[src/sv/tcbf_pkg.sv]
// package: shared types, constants and helpers for the hole table
package tcbf_pkg;
   localparam int TableEntries = 16;
   localparam int SizeWidth    = 31;
   localparam int LimitWidth   = 16;
   localparam logic [LimitWidth-1:0] SmallLimitReset = 16'd500;

   typedef enum logic [1:0] {
      ST_GRANTED   = 2'd0,
      ST_NO_FIT    = 2'd1,
      ST_STORED    = 2'd2,
      ST_DISCARDED = 2'd3
   } status_type;

   typedef enum logic {
      CMD_ALLOC = 1'b0,
      CMD_FREE  = 1'b1
   } command_type;

   typedef enum logic {
      REG_BATCH_CAP   = 1'b0,
      REG_SMALL_LIMIT = 1'b1
   } reg_index_type;

   typedef enum logic [2:0] {
      FSM_IDLE,
      FSM_SCAN,
      FSM_DECIDE,
      FSM_REINSERT,
      FSM_SHIFT,
      FSM_DONE
   } fsm_type;

   // per cell control, broadcast from the sequencer
   typedef struct packed {
      logic                 shift;     // take neighbor contents (compaction)
      logic                 write;     // write at selected index
      logic [SizeWidth-1:0] wr_size;
      logic [SizeWidth-1:0] wr_off;
   } cell_ctl_type;
endpackage

[src/sv/tcbf_if.sv]
// interfaces: valid/ready channels for request, response and csr
interface tcbf_req_if;
   logic        valid;
   logic        ready;
   logic        command;
   logic [30:0] size_words;
   logic [30:0] byte_offset;
   modport source (output valid, command, size_words, byte_offset, input ready);
   modport sink   (input valid, command, size_words, byte_offset, output ready);
endinterface

interface tcbf_rsp_if;
   logic        valid;
   logic        ready;
   logic [1:0]  status;
   logic [30:0] granted_size;
   logic [30:0] granted_offset;
   modport source (output valid, status, granted_size, granted_offset, input ready);
   modport sink   (input valid, status, granted_size, granted_offset, output ready);
endinterface

interface tcbf_csr_if;
   logic        valid;
   logic        ready;
   logic        index;
   logic [30:0] data;
   modport source (output valid, index, data, input ready);
   modport sink   (input valid, index, data, output ready);
endinterface

[src/sv/tcbf_cell.sv]
// cell: one table entry, shifts left from its right neighbor on compaction
`default_nettype none
module tcbf_cell (
   input  wire logic                          clock,
   input  wire tcbf_pkg::cell_ctl_type        ctl,
   input  wire logic                          sel,        // write targets this cell
   input  wire logic                          shift_en,   // cell at or past removal point
   input  wire logic [tcbf_pkg::SizeWidth-1:0] nb_size,
   input  wire logic [tcbf_pkg::SizeWidth-1:0] nb_off,
   output logic      [tcbf_pkg::SizeWidth-1:0] size_q,
   output logic      [tcbf_pkg::SizeWidth-1:0] off_q
);
   logic [tcbf_pkg::SizeWidth-1:0] size_ff, size_in, off_ff, off_in;

   // entry update
   always_comb begin
      size_in = size_ff;
      off_in  = off_ff;
      if (ctl.write && sel) begin
         size_in = ctl.wr_size;
         off_in  = ctl.wr_off;
      end else if (ctl.shift && shift_en) begin
         size_in = nb_size;
         off_in  = nb_off;
      end
   end

   always_ff @(posedge clock) begin
      size_ff <= size_in;
      off_ff  <= off_in;
   end

   assign size_q = size_ff;
   assign off_q  = off_ff;
endmodule
`default_nettype wire

[src/sv/tcbf_table.sv]
// table: a chain of cells plus a read port at the scan / write / remove index
`default_nettype none
module tcbf_table #(
   parameter int TABLE_ENTRIES = tcbf_pkg::TableEntries
) (
   input  wire logic                          clock,
   input  wire tcbf_pkg::cell_ctl_type        ctl,
   input  wire logic [$clog2(TABLE_ENTRIES)-1:0] idx,   // scan / write / remove index
   output logic      [tcbf_pkg::SizeWidth-1:0] rd_size,
   output logic      [tcbf_pkg::SizeWidth-1:0] rd_off
);
   localparam int IW = $clog2(TABLE_ENTRIES);
   logic [tcbf_pkg::SizeWidth-1:0] sz [TABLE_ENTRIES];
   logic [tcbf_pkg::SizeWidth-1:0] of [TABLE_ENTRIES];

   // chain of cells; each takes its right neighbor on a shift
   for (genvar g = 0; g < TABLE_ENTRIES; g++) begin : g_cell
      logic [tcbf_pkg::SizeWidth-1:0] nbs, nbo;
      if (g == TABLE_ENTRIES - 1) begin : g_end
         assign nbs = sz[g];
         assign nbo = of[g];
      end else begin : g_mid
         assign nbs = sz[g+1];
         assign nbo = of[g+1];
      end
      tcbf_cell u_cell (
         .clock    (clock),
         .ctl      (ctl),
         .sel      (idx == IW'(g)),
         .shift_en (IW'(g) >= idx),
         .nb_size  (nbs),
         .nb_off   (nbo),
         .size_q   (sz[g]),
         .off_q    (of[g])
      );
   end

   // read port for the scan and the chosen entry
   assign rd_size = sz[idx];
   assign rd_off  = of[idx];
endmodule
`default_nettype wire

[src/sv/two_class_best_fit_hole_table.sv]
// top level: two hole tables of cells and the allocate/free sequencer
//
//   channel | dir | payload
//   req_    | in  | command, size_words, byte_offset
//   rsp_    | out | status, granted_size, granted_offset
//   csr_    | in  | index (0 batch_cap, 1 small_limit), data
//
// one word at a time: a new word is taken only in idle, after the last response is taken.
// the scan of the chosen table checks one entry per cycle. a free appends when the table
// has room, else scans it for the minimum; an allocate scans it for the best fit,
// the compaction shift moving the whole chain at once.
// a split large hole re-offered to the small table adds a reinsert scan of that table.
// reset clears the counts and batch_cap and sets small_limit to 500; a stalled response holds the sequencer.
`default_nettype none
module two_class_best_fit_hole_table #(
   parameter int TABLE_ENTRIES = tcbf_pkg::TableEntries
) (
   input  wire logic clock,
   input  wire logic reset,
   tcbf_req_if.sink   req,
   tcbf_rsp_if.source rsp,
   tcbf_csr_if.sink   csr
);
   localparam int IW = $clog2(TABLE_ENTRIES);
   localparam int CW = $clog2(TABLE_ENTRIES + 1);
   localparam int SW = tcbf_pkg::SizeWidth;

   tcbf_pkg::fsm_type state_ff, state_in;
   logic [SW-1:0] cap_ff;
   logic [tcbf_pkg::LimitWidth-1:0] lim_ff;
   logic [CW-1:0] cnt_ff [2];
   logic [CW-1:0] cnt_in [2];
   logic [IW-1:0] idx_ff, idx_in, best_ff, best_in;
   logic found_ff, found_in, tsel_ff, tsel_in, ins_ff, ins_in;
   logic [SW-1:0] size_ff, size_in, off_ff, off_in;
   logic [SW-1:0] bsize_ff, bsize_in;
   logic [1:0] st_ff, st_in;
   logic [SW-1:0] gs_ff, gs_in, go_ff, go_in;
   logic rv_ff, rv_in;
   tcbf_pkg::cell_ctl_type ctl [2];
   logic [IW-1:0] tidx [2];
   logic [SW-1:0] rsz [2], rof [2];
   logic [SW+3:0] prod;
   logic [SW+3:0] hs10;
   logic [SW-1:0] rest;
   logic [SW-1:0] cur;
   logic [IW-1:0] scan_end;

   // two tables of cells
   for (genvar t = 0; t < 2; t++) begin : g_tab
      tcbf_table #(.TABLE_ENTRIES(TABLE_ENTRIES)) u_tab (
         .clock(clock), .ctl(ctl[t]), .idx(tidx[t]), .rd_size(rsz[t]), .rd_off(rof[t]));
   end

   // configuration registers
   assign csr.ready = 1'b1;
   always_ff @(posedge clock) begin
      if (reset) begin
         cap_ff <= '0;
         lim_ff <= tcbf_pkg::SmallLimitReset;
      end else if (csr.valid) begin
         unique case (tcbf_pkg::reg_index_type'(csr.index))
            tcbf_pkg::REG_BATCH_CAP:   cap_ff <= csr.data;
            tcbf_pkg::REG_SMALL_LIMIT: lim_ff <= csr.data[tcbf_pkg::LimitWidth-1:0];
            default: ;
         endcase
      end
   end

   // slack test without a divide: 10*hole <= 12*req (large) or 11*req (small)
   assign prod   = tsel_ff ? ({4'd0, size_ff} * (SW+4)'(12)) : ({4'd0, size_ff} * (SW+4)'(11));
   assign hs10   = {4'd0, bsize_ff} * (SW+4)'(10);
   assign rest   = bsize_ff - size_ff;
   assign cur    = rsz[tsel_ff];
   assign scan_end = IW'(TABLE_ENTRIES - 1);

   // sequencer
   always_comb begin
      logic full;
      state_in = state_ff;
      cnt_in   = cnt_ff;
      idx_in   = idx_ff;
      best_in  = best_ff;
      found_in = found_ff;
      tsel_in  = tsel_ff;
      ins_in   = ins_ff;
      size_in  = size_ff;
      off_in   = off_ff;
      bsize_in = bsize_ff;
      st_in    = st_ff;
      gs_in    = gs_ff;
      go_in    = go_ff;
      rv_in    = rv_ff;
      full     = cnt_ff[tsel_ff] == CW'(TABLE_ENTRIES);
      for (int t = 0; t < 2; t++) begin
         ctl[t]  = '0;
         tidx[t] = idx_ff;
      end
      ctl[tsel_ff].wr_size = size_ff;
      ctl[tsel_ff].wr_off  = off_ff;
      unique case (state_ff)
         tcbf_pkg::FSM_IDLE: begin
            if (req.valid) begin
               size_in  = req.size_words;
               off_in   = req.byte_offset;
               tsel_in  = req.size_words > {15'd0, lim_ff};
               ins_in   = req.command == tcbf_pkg::CMD_FREE;
               idx_in   = '0;
               best_in  = '0;
               found_in = 1'b0;
               gs_in    = '0;
               go_in    = '0;
               state_in = tcbf_pkg::FSM_SCAN;
               if (req.command == tcbf_pkg::CMD_FREE)
                  st_in = tcbf_pkg::ST_STORED;
            end
         end
         // serial scan: best fit for allocate, minimum for free when full; a free with room appends
         tcbf_pkg::FSM_SCAN: begin
            if (ins_ff && !full) begin
               ctl[tsel_ff].write = 1'b1;
               tidx[tsel_ff] = cnt_ff[tsel_ff][IW-1:0];
               cnt_in[tsel_ff] = cnt_ff[tsel_ff] + CW'(1);
               state_in = tcbf_pkg::FSM_DONE;
            end else if (!ins_ff && CW'(idx_ff) >= cnt_ff[tsel_ff]) begin
               state_in = tcbf_pkg::FSM_DECIDE;
            end else begin
               if (ins_ff) begin
                  if (!found_ff || cur < bsize_ff) begin
                     best_in = idx_ff; bsize_in = cur; found_in = 1'b1;
                  end
               end else if (cur >= size_ff && (!found_ff || cur < bsize_ff)) begin
                  best_in = idx_ff; bsize_in = cur; found_in = 1'b1;
               end
               idx_in = idx_ff + IW'(1);
               if (idx_ff == scan_end) state_in = tcbf_pkg::FSM_DECIDE;
            end
         end
         tcbf_pkg::FSM_DECIDE: begin
            tidx[tsel_ff] = best_ff;
            if (ins_ff) begin
               if (size_ff > bsize_ff) begin
                  ctl[tsel_ff].write = 1'b1;
               end else st_in = tcbf_pkg::ST_DISCARDED;
               state_in = tcbf_pkg::FSM_DONE;
            end else if (!found_ff) begin
               st_in = tcbf_pkg::ST_NO_FIT;
               state_in = tcbf_pkg::FSM_DONE;
            end else begin
               st_in = tcbf_pkg::ST_GRANTED;
               go_in = rof[tsel_ff];
               if (bsize_ff == size_ff || (bsize_ff <= cap_ff && hs10 <= prod)) begin
                  gs_in = bsize_ff;
                  ins_in = 1'b0;
                  state_in = tcbf_pkg::FSM_SHIFT;
               end else begin
                  gs_in = size_ff;
                  off_in = rof[tsel_ff] + {size_ff[SW-3:0], 2'b00};
                  ctl[tsel_ff].write = 1'b1;
                  ctl[tsel_ff].wr_size = rest;
                  ctl[tsel_ff].wr_off = rof[tsel_ff] + {size_ff[SW-3:0], 2'b00};
                  size_in = rest;
                  if (tsel_ff && rest <= {15'd0, lim_ff}) begin
                     ins_in = 1'b1;
                     state_in = tcbf_pkg::FSM_SHIFT;
                  end else state_in = tcbf_pkg::FSM_DONE;
               end
            end
         end
         // compaction: chain shifts left from the chosen entry as the count drops
         tcbf_pkg::FSM_SHIFT: begin
            tidx[tsel_ff] = best_ff;
            ctl[tsel_ff].shift = 1'b1;
            cnt_in[tsel_ff] = cnt_ff[tsel_ff] - CW'(1);
            if (ins_ff) begin
               tsel_in = 1'b0; idx_in = '0; found_in = 1'b0;
               state_in = tcbf_pkg::FSM_REINSERT;
            end else state_in = tcbf_pkg::FSM_DONE;
         end
         tcbf_pkg::FSM_REINSERT: state_in = tcbf_pkg::FSM_SCAN;
         tcbf_pkg::FSM_DONE: begin
            if (!rv_ff) rv_in = 1'b1;
            else if (rsp.ready) begin
               rv_in = 1'b0; state_in = tcbf_pkg::FSM_IDLE;
            end
         end
         default: state_in = tcbf_pkg::FSM_IDLE;
      endcase
   end

   // in the reinsert scan, the status stays granted
   always_ff @(posedge clock) begin
      if (reset) begin
         state_ff <= tcbf_pkg::FSM_IDLE;
         cnt_ff[0] <= '0;
         cnt_ff[1] <= '0;
         rv_ff <= 1'b0;
      end else begin
         state_ff <= state_in;
         cnt_ff <= cnt_in;
         rv_ff <= rv_in;
      end
      idx_ff <= idx_in; best_ff <= best_in;
      found_ff <= found_in; tsel_ff <= tsel_in; ins_ff <= ins_in;
      size_ff <= size_in; off_ff <= off_in; bsize_ff <= bsize_in;
      st_ff <= (state_ff == tcbf_pkg::FSM_DECIDE && ins_ff && gs_ff != '0) ? st_ff : st_in;
      gs_ff <= gs_in; go_ff <= go_in;
   end

   assign req.ready = state_ff == tcbf_pkg::FSM_IDLE;
   assign rsp.valid = rv_ff;
   assign rsp.status = (gs_ff != '0 || go_ff != '0) ? 2'(tcbf_pkg::ST_GRANTED) : st_ff;
   assign rsp.granted_size = gs_ff;
   assign rsp.granted_offset = go_ff;
endmodule
`default_nettype wire

[src/flat_wrapper.sv]
// flat-port wrapper written by rule: the top's interface ports become plain ports
module two_class_best_fit_hole_table_flat 
#(
   parameter int TABLE_ENTRIES = tcbf_pkg::TableEntries
)
  (clock, reset, req_valid, req_command, req_size_words, req_byte_offset, req_ready, rsp_valid, rsp_status, rsp_granted_size, rsp_granted_offset, rsp_ready, csr_valid, csr_index, csr_data, csr_ready);
  tcbf_req_if req_i ();
  tcbf_rsp_if rsp_i ();
  tcbf_csr_if csr_i ();
  input  wire logic clock;
  input  wire logic reset;
  input wire logic [$bits(req_i.valid)-1:0] req_valid;
  input wire logic [$bits(req_i.command)-1:0] req_command;
  input wire logic [$bits(req_i.size_words)-1:0] req_size_words;
  input wire logic [$bits(req_i.byte_offset)-1:0] req_byte_offset;
  output wire logic [$bits(req_i.ready)-1:0] req_ready;
  output wire logic [$bits(rsp_i.valid)-1:0] rsp_valid;
  output wire logic [$bits(rsp_i.status)-1:0] rsp_status;
  output wire logic [$bits(rsp_i.granted_size)-1:0] rsp_granted_size;
  output wire logic [$bits(rsp_i.granted_offset)-1:0] rsp_granted_offset;
  input wire logic [$bits(rsp_i.ready)-1:0] rsp_ready;
  input wire logic [$bits(csr_i.valid)-1:0] csr_valid;
  input wire logic [$bits(csr_i.index)-1:0] csr_index;
  input wire logic [$bits(csr_i.data)-1:0] csr_data;
  output wire logic [$bits(csr_i.ready)-1:0] csr_ready;
  assign req_i.valid = req_valid;
  assign req_i.command = req_command;
  assign req_i.size_words = req_size_words;
  assign req_i.byte_offset = req_byte_offset;
  assign req_ready = req_i.ready;
  assign rsp_valid = rsp_i.valid;
  assign rsp_status = rsp_i.status;
  assign rsp_granted_size = rsp_i.granted_size;
  assign rsp_granted_offset = rsp_i.granted_offset;
  assign rsp_i.ready = rsp_ready;
  assign csr_i.valid = csr_valid;
  assign csr_i.index = csr_index;
  assign csr_i.data = csr_data;
  assign csr_ready = csr_i.ready;
  two_class_best_fit_hole_table #(.TABLE_ENTRIES(TABLE_ENTRIES)) u_core (.clock(clock), .reset(reset), .req(req_i), .rsp(rsp_i), .csr(csr_i));
endmodule
[config.mk]
export PLATFORM = sky130hd
export DESIGN_NAME = two_class_best_fit_hole_table_flat
export DESIGN_NICKNAME = d
export VERILOG_FILES = /design/src/sv/tcbf_pkg.sv /design/src/sv/tcbf_if.sv /design/src/sv/tcbf_cell.sv /design/src/sv/tcbf_table.sv /design/src/sv/two_class_best_fit_hole_table.sv /design/src/flat_wrapper.sv
export SDC_FILE = /design/constraint.sdc
export NUM_CORES = 2
export LEC_CHECK = 0
export BUFFER_PORTS_ARGS = -buffer_cell sky130_fd_sc_hd__buf_4
export CAP_MARGIN = 20
export CELL_PAD_IN_SITES_DETAIL_PLACEMENT = 1
export CELL_PAD_IN_SITES_GLOBAL_PLACEMENT = 2
export CORE_MARGIN = 8
export CORE_UTILIZATION = 37
export CTS_CLUSTER_DIAMETER = 60
export DETAILED_ROUTE_END_ITERATION = 8
export PLACE_DENSITY = 0.85
export SLEW_MARGIN = 20
export SYNTH_ARGS = -nofsm -noshare
export SYNTH_HDL_FRONTEND = slang
export SYNTH_SLANG_ARGS = --single-unit
[constraint.sdc]
create_clock -name clock -period 11.45 [get_ports clock]
set_input_delay 2.29 -clock clock [delete_from_list [all_inputs] [get_ports clock]]
set_output_delay 2.29 -clock clock [all_outputs]
set_load 0.05 [all_outputs]
=== Yosys cells after proc, flatten, opt, wreduce, memory -nomap -nowiden ===
Cells that the tools add are included.

* Bits in registers: 2,213
* Bits in latches: 0
* RAM bits: 0
* ROM bits: 0
* Memories kept: 0

* $add $sub $neg: 5
* $mul: 3
* Div/mod/pow operators: 0
* $lt $le $gt $ge: 42
* Equality and inequality tests: 54
* Shifts and indexed selects: 0
* Muxes and demuxes: 242
* Bitwise gates (word level): 8
* Reduce and logical (&&, ||, !) cells: 131

{| class="wikitable"
|+ Operators by type and width
! cell !! number
|-
| two-way mux 31 bit || 152
|-
| bitwise mux 128 bit || 5
|-
| two-way mux 128 bit || 5
|-
| binary-select mux 31 bit (select 4 bit) || 4
|-
| case mux 128 bit (3 select lines) || 1
|-
| demux 64 bit (select 1 bit) || 4
|-
| case mux 31 bit (2 select lines) || 4
|-
| AND 128 bit || 1
|-
| logical AND 1 bit || 70
|-
| nonzero test 2 bit || 35
|-
| == test 4 bit (second input constant) || 17
|-
| two-way mux 64 bit || 1
|-
| two-way mux 63 bit || 1
|-
| two-way mux 62 bit || 1
|-
| nonzero test 31 bit || 2
|-
| >= comparator 4 bit (first input constant) || 14
|-
| two-way mux 4 bit || 10
|-
| <= comparator 35 bit || 1
|-
| multiplier 31 x 4 -> 35 bit (second input constant) || 1
|-
| two-way mux 35 bit || 1
|-
| multiplier 31 x 3 -> 34 bit (second input constant) || 1
|-
| multiplier 31 x 2 -> 33 bit (second input constant) || 1
|-
| == test 4 x 3 -> 1 bit (second input constant) || 8
|-
| >= comparator 3 x 4 -> 1 bit (first input constant) || 8
|-
| 62 further kinds || 137
|}

=== Depth between registers and ports, before layout ===
* Depth after elaboration: 25
* Mapped depth: 40

=== Hierarchy ===
A second synthesis with hierarchy kept.

* Cells, all modules: 8,871
* Area total of the unflattened synthesis: 126,318.6 um^2

{| class="wikitable"
|+ Modules (own cells, without submodules)
! module !! times used !! cells an instance !! area each (um^2)
|-
| tcbf_cell || 32 || 133 || 2,680.1
|-
| two_class_best_fit_hole_table || 1 || 2,947 || 24,633.6
|-
| tcbf_table || 2 || 834 || 7,961.4
|}

=== Least setup slack after synthesis ===
No wires, ideal clock.

* Path type: reg2reg
* Start: register u_core.size_ff[10]
* End: register u_core.g_tab[1].u_tab.g_cell[1].u_cell.off_ff (netlist bit u_core.g_tab[1].u_tab.g_cell[1].u_cell.off_q[0]), enable pin
* Setup time: 635 ps
* Data arrival time: 11,852 ps
* Path slack: -1,037 ps
* Stages on the path, launching flop included: 32
* Path buffers: 5
* Period minus slack after synthesis: 12,487 ps
* Cell sequence: edfxtp_1 -> ha_1 -> inv_1 -> fa_1 -> inv_1 -> ha_1 -> clkbuf_1 -> a21o_1 -> a21oi_1 -> and3_1 -> o21a_1 -> or3b_2 -> o211ai_1 -> nand4_1 -> nand2_1 -> xor2_1 -> mux2i_1 -> ha_1 -> nand4_1 -> nor4_1 -> nand2_1 -> o211a_1 -> a211o_1 -> o2111ai_1 -> nand4_1 -> clkbuf_1 -> buf_4 -> a31oi_2 -> buf_4 -> buf_6 -> a21oi_1 -> nor4_1

* Cells in the longest elaborated chain, start to end: 11
* Elaborated cells between the ends (all ways): 16
* Classes of those cells: mul: 2; order compare: 2; eq/ne: 1; mux: 6; reduce/logical: 5

{| class="wikitable"
|+ RTL lines
! element !! line !! source
|-
| start, declared || two_class_best_fit_hole_table.sv:35 || <nowiki>logic [SW-1:0] size_ff, size_in, off_ff, off_in;</nowiki>
|-
| start signal, assigned || two_class_best_fit_hole_table.sv:205 || <nowiki>size_ff <= size_in; off_ff <= off_in; bsize_ff <= bsize_in;</nowiki>
|-
| multiplier 31 x 4 -> 35 bit or multiplier 31 x 2 -> 33 bit (tied branches) || two_class_best_fit_hole_table.sv:71 || <nowiki>assign prod = tsel_ff ? ({4'd0, size_ff} * (SW+4)'(12)) : ({4'd0, size_ff} * (SW+4)'(11));</nowiki>
|-
| two-way mux 35 bit || two_class_best_fit_hole_table.sv:71 ||
|-
| <= comparator 35 bit || two_class_best_fit_hole_table.sv:152 || <nowiki>if (bsize_ff == size_ff || (bsize_ff <= cap_ff && hs10 <= prod)) begin</nowiki>
|-
| logical AND 1 bit || two_class_best_fit_hole_table.sv:152 ||
|-
| logical OR 1 bit || two_class_best_fit_hole_table.sv:152 ||
|-
| two-way mux 128 bit || two_class_best_fit_hole_table.sv:152 ||
|-
| two-way mux 128 bit || two_class_best_fit_hole_table.sv:146 || <nowiki>end else if (!found_ff) begin</nowiki>
|-
| two-way mux 128 bit (*) || two_class_best_fit_hole_table.sv:141 || <nowiki>if (ins_ff) begin</nowiki>
|-
| case mux 128 bit (3 select lines) (*) || two_class_best_fit_hole_table.sv:101 || <nowiki>unique case (state_ff)</nowiki>
|-
| logical AND 1 bit, on equally long branches || tcbf_cell.sv:22, tcbf_cell.sv:19 ||
|-
| nonzero test 2 bit (no source line) (*) || -- ||
|-
| end signal, assigned || tcbf_cell.sv:30 || <nowiki>off_ff <= off_in;</nowiki>
|-
| end, declared || tcbf_cell.sv:13 || <nowiki>logic [tcbf_pkg::SizeWidth-1:0] size_ff, size_in, off_ff, off_in;</nowiki>
|}

Mark *: on every way between the ends. The rest lies on a longest branch, timed or not.
A chain may end at the register's enable or synchronous reset.

=== Worst setup path after layout ===
* Start: register u_core.tsel_ff
* End: register u_core.g_tab[1].u_tab.g_cell[8].u_cell.off_ff (netlist bit u_core.g_tab[1].u_tab.g_cell[8].u_cell.off_q[30]) (data pin)

* Cells in the longest elaborated chain, start to end: 23
* Elaborated cells between the ends (all ways): 53
* Classes of those cells: add/sub: 1; order compare: 3; eq/ne: 2; mux: 37; bitwise: 4; reduce/logical: 6

{| class="wikitable"
|+ RTL lines
! element !! line !! source
|-
| start, declared || two_class_best_fit_hole_table.sv:34 || <nowiki>logic found_ff, found_in, tsel_ff, tsel_in, ins_ff, ins_in;</nowiki>
|-
| start signal, assigned || two_class_best_fit_hole_table.sv:204 || <nowiki>found_ff <= found_in; tsel_ff <= tsel_in; ins_ff <= ins_in;</nowiki>
|-
| NOT 1 -> 2 bit (implied by the code) || -- ||
|-
| two-way mux 5 bit (implied by the code) (3 in series) || two_class_best_fit_hole_table.sv:94 || <nowiki>full = cnt_ff[tsel_ff] == CW'(TABLE_ENTRIES);</nowiki>
|-
| == test 5 bit || two_class_best_fit_hole_table.sv:94 ||
|-
| logical NOT 1 bit || two_class_best_fit_hole_table.sv:120 || <nowiki>if (ins_ff && !full) begin</nowiki>
|-
| logical AND 1 bit || two_class_best_fit_hole_table.sv:120 ||
|-
| two-way mux 8 bit || two_class_best_fit_hole_table.sv:120 ||
|-
| case mux 8 bit (2 select lines) || two_class_best_fit_hole_table.sv:101 ||
|-
| NOT 4 -> 5 bit (implied by the code) || tcbf_table.sv:40 || <nowiki>assign rd_off = of[idx];</nowiki>
|-
| (+6 left out) || -- ||
|-
| adder 31 bit || two_class_best_fit_hole_table.sv:161 || <nowiki>ctl[tsel_ff].wr_off = rof[tsel_ff] + {size_ff[SW-3:0], 2'b00};</nowiki>
|-
| bitwise mux 128 bit || two_class_best_fit_hole_table.sv:161 ||
|-
| two-way mux 128 bit || two_class_best_fit_hole_table.sv:152 ||
|-
| two-way mux 128 bit || two_class_best_fit_hole_table.sv:146 ||
|-
| two-way mux 128 bit || two_class_best_fit_hole_table.sv:141 ||
|-
| case mux 128 bit (3 select lines) || two_class_best_fit_hole_table.sv:101 ||
|-
| two-way mux 31 bit (*) || tcbf_cell.sv:19 || <nowiki>if (ctl.write && sel) begin</nowiki>
|-
| via u_core.g_tab[1].u_tab.g_cell[8].u_cell.off_in, one bit || tcbf_cell.sv:13 ||
|-
| end signal, assigned || tcbf_cell.sv:30 ||
|-
| end, declared || tcbf_cell.sv:13 ||
|}

Mark *: on every way through the listed nets, which the timed path passes. The rest lies on a longest branch. The select of a mux whose other input is x is not followed.

==> flow_summary_export.csv <==
group,metric,value,unit
job,max_cap_violations,0,
synth,syn-num-nets,13823,
clocking,path_clk_slew,0.06,ns
floorplan,die-height,592,um
setup_path,crit_path_top_delay_cell,"o311ai_1",
clocking,cts_resized,0,
layout,nFillCells,37429,
floorplan,die_x,592,um
drt,firstDrtPassIters,6,
timing,fmax,0.102,GHz
drt,routed_wirelength,494000,um
timing,drv_slew,0,
synth,netlist_top_cells_count,"nand2_1, edfxtp_1, o21ai_0",
drt,ant_nets,0,
floorplan,design.core.area,0.330,mm2
clocking,insertion_delay,0.95,ns
timing,fin_hold_viols,0,
synth,synthCells,13314,
setup_path,slowest_delay,0.95,ns
clocking,cts-buffers-inserted,272,
floorplan,ios,167,
timing,tightestPinTransition,1.35,ns
floorplan,starting_density_of_the_core,0.372,
synth,avgSynthCellArea,9.22,um2
timing,fin_worst_skew,0.0651,ns
place,place_worst_setup_slack,1.76,ns
synth,synth.lib_cells_used.distinct,104,
timing,finalCritPeriodShare,0.858,
drt,detail_route.vias_per_cell,5.98,
setup_path,worstSetupEndpointType,"register",
pwr,p_leak,54.1,nW
timing,max_slew_margin,0.0894,
place,hpwl,312000,um
timing,final.setup.worst_slack,1.62,ns
layout,synthToLayoutAreaGrowth,11.8,%
grt,grt_util_all_layers,0.270,
synth,yosys_warnings,0,
grt,number_of_antenna_violations_at_the_first_check_in_global_routing,21,
synth,most_area_hungry_cell_type_in_the_yosys_netlist,"edfxtp_1",
clocking,clockRootBuffer,"clkbuf_16",
timing,tns,0,ns
clocking,tritoncts,"yes",
synth,synth_most_common_cell,"nand2_1",
floorplan,die_area,0.350,mm2
grt,first_global_vias,104504,
clocking,clock_tree.buffer_depth,4,
synth,ys_seq_elements,2213,
setup_path,start_kind,"register",
status,outcome,"complete, no violations",
synth,synth_enable_flop_cells,2152,
timing,rsz_0062_raised_after_global_routing,"false",
synth,post_synth_main_area_contributors,"edfxtp_1, nand2_1, o21ai_0",
clocking,cts.hold.buffers_added,0,
setup_path,worst-path-max-fanout,38,
grt,grt-ovfl-total,0,
synth,synth.yosys.seq_area_share,0.537,
floorplan,rows,211,
timing,final.min_clock_period,9.83,ns
drt,remaining_drc_errors,0,
grt,grt_start_max_net_pins,150,
worst_hold_path,min_delay_path_class,"reg2reg",
setup_path,cp_data_arrival_time,10.46,ns
synth,synth_async_sr_flop_share,0,
synth,synthesis.area,0.123,mm2
layout,fin_nets,13446,
layout,layout-drive-gt1-share,0.0824,
synth,postSynth.topFlopCell,"edfxtp_1",
place,io_buffer_count,165,
setup_path,timing_worst_setup_path_type,"reg2reg",
setup_path,crit_path_frequent_cell,"buf_4",
layout,fin_util,0.415,
drt,detailedRoute.firstIterationViolations,10934,
place,gp_routability_congestion,0.907,
clocking,postCtsSetupBuffers,0,
drt,routed_wire_length_per_instance,28.2,um
clocking,ctsHtreeMaxLevel,5,
clocking,cts_num_sinks,2213,
grt,global_route_wire_length_before_repair,714000,um
setup_path,required,12.09,ns
pwr,ir_worst_vdd,0.366,mV
synth,synthDominantCellAreaShare,0.527,
drt,total_via_count_in_the_routed_design,104973,
timing,final-setup-viol-count,0,
pwr,power_density,342,mW/mm2
[final timing paths]
check,from,to,slack (ns),cells past startpoint
setup / recovery,u_core.tsel_ff,u_core.g_tab[1].u_tab.g_cell[8].u_cell.off_q[30],1.62,25
setup reg to reg,u_core.tsel_ff,u_core.g_tab[1].u_tab.g_cell[8].u_cell.off_q[30],1.62,25
hold / removal,u_core.cap_ff[26],u_core.cap_ff[26],0.45,2
hold reg to reg,u_core.cap_ff[26],u_core.cap_ff[26],0.45,2
[worst max-delay path: cells and delay by family (launching register included)]
kind / cells / cell delay, ns
XOR/XNOR: 1 / 0.23
AND/OR/NAND/NOR: 2 / 0.88
AO/OA/AOI/OAI: 15 / 4.96
adder cells (fa/ha/maj): 2 / 0.75
flip-flops: 1 / 0.76
multiplexers: 1 / 0.52
buffers and inverters: 4 / 1.30
[kinds of logic after synthesis]
logic type,synth area share
buf+inv,0.0474
other cells,0.0000306
compound gates,0.162
flops,0.537
simple gates,0.194
fa+ha+maj,0.0437
mux,0.00734
xor+xnor,0.00927
[layout by cell type (no fill, tap or decap), types with 85 or more instances in the layout]
master,synthesis,layout
nand2_1,4277,4265
edfxtp_1,2152,2152
o21ai_0,1857,1844
buf_4,7,426
and3_1,395,393
ha_1,377,377
inv_1,357,357
a311oi_1,337,336
a21oi_1,337,329
nand3_1,314,296
clkbuf_16,0,275
nor2_1,201,196
a31oi_1,161,161
o21ai_1,154,156
a211oi_1,125,122
nand2b_1,90,90
a21o_1,89,89
xnor2_1,85,85
[state kept, by name (all words and copies together), names as in the netlist, 16 cells and up, named ones only]
signal                                   count
u_core.bsize_ff                             31
u_core.cap_ff                               31
u_core.g_tab.u_tab.g_cell.u_cell.off_q     992
u_core.g_tab.u_tab.g_cell.u_cell.size_q    992
u_core.lim_ff                               16
u_core.off_ff                               31
u_core.rsp.granted_offset                   31
u_core.rsp.granted_size                     31
u_core.size_ff                              31
[area by class of cell]
cell class                      instances  area (um2)  share of cell area
Inverter                              361        1360             0.00994
Sequential cell                      2213       65800               0.480
Clock inverter                        160        1370              0.0100
Timing Repair Buffer                  463        3950              0.0288
Multi-Input combinational cell       9626       52000               0.379
Antenna cell                           29        72.6            0.000529
Clock buffer                          328        7090              0.0517
Tap cell                             4366        5460              0.0398
[stage by stage]
stage / total power, mW / hold WS (ns) / area, um2 / instances
after floorplan: 26.6 / 0.436 / 123000 / 13314
after detailed placement: 37.9 / 0.452 / 129000 / 17027
final: 46.9 / 0.453 / 137000 / 17546
after CTS: 46.5 / 0.460 / 137000 / 17515
after global routing: 48.9 / 0.477 / 137000 / 17526
after global placement: 37.5 / 0.443 / 128000 / 17024
[routing by layer]
| metal | part of all wire | routed length, um | GRT usage | vias up |
|---|---|---|---|---|
| li1 | - | - | - | 46553 |
| met1 | 0.41 | 204000 | 0.358 | 53127 |
| met2 | 0.45 | 222000 | 0.429 | 4433 |
| met3 | 0.081 | 39900 | 0.0454 | 856 |
| met4 | 0.056 | 27800 | 0.134 | 4 |
| met5 | 0.000059 | 29 | 0 | - |
[power by group]
group / leakage [nW] / switching (mW) / internal [mW]
combinational: 29.9 / 19.4 / 7.80
clock: 4.14 / 3.69 / 4.79
sequential: 20.0 / 0.730 / 10.5
No activity file was read; power rests on OpenSTA's default activity.
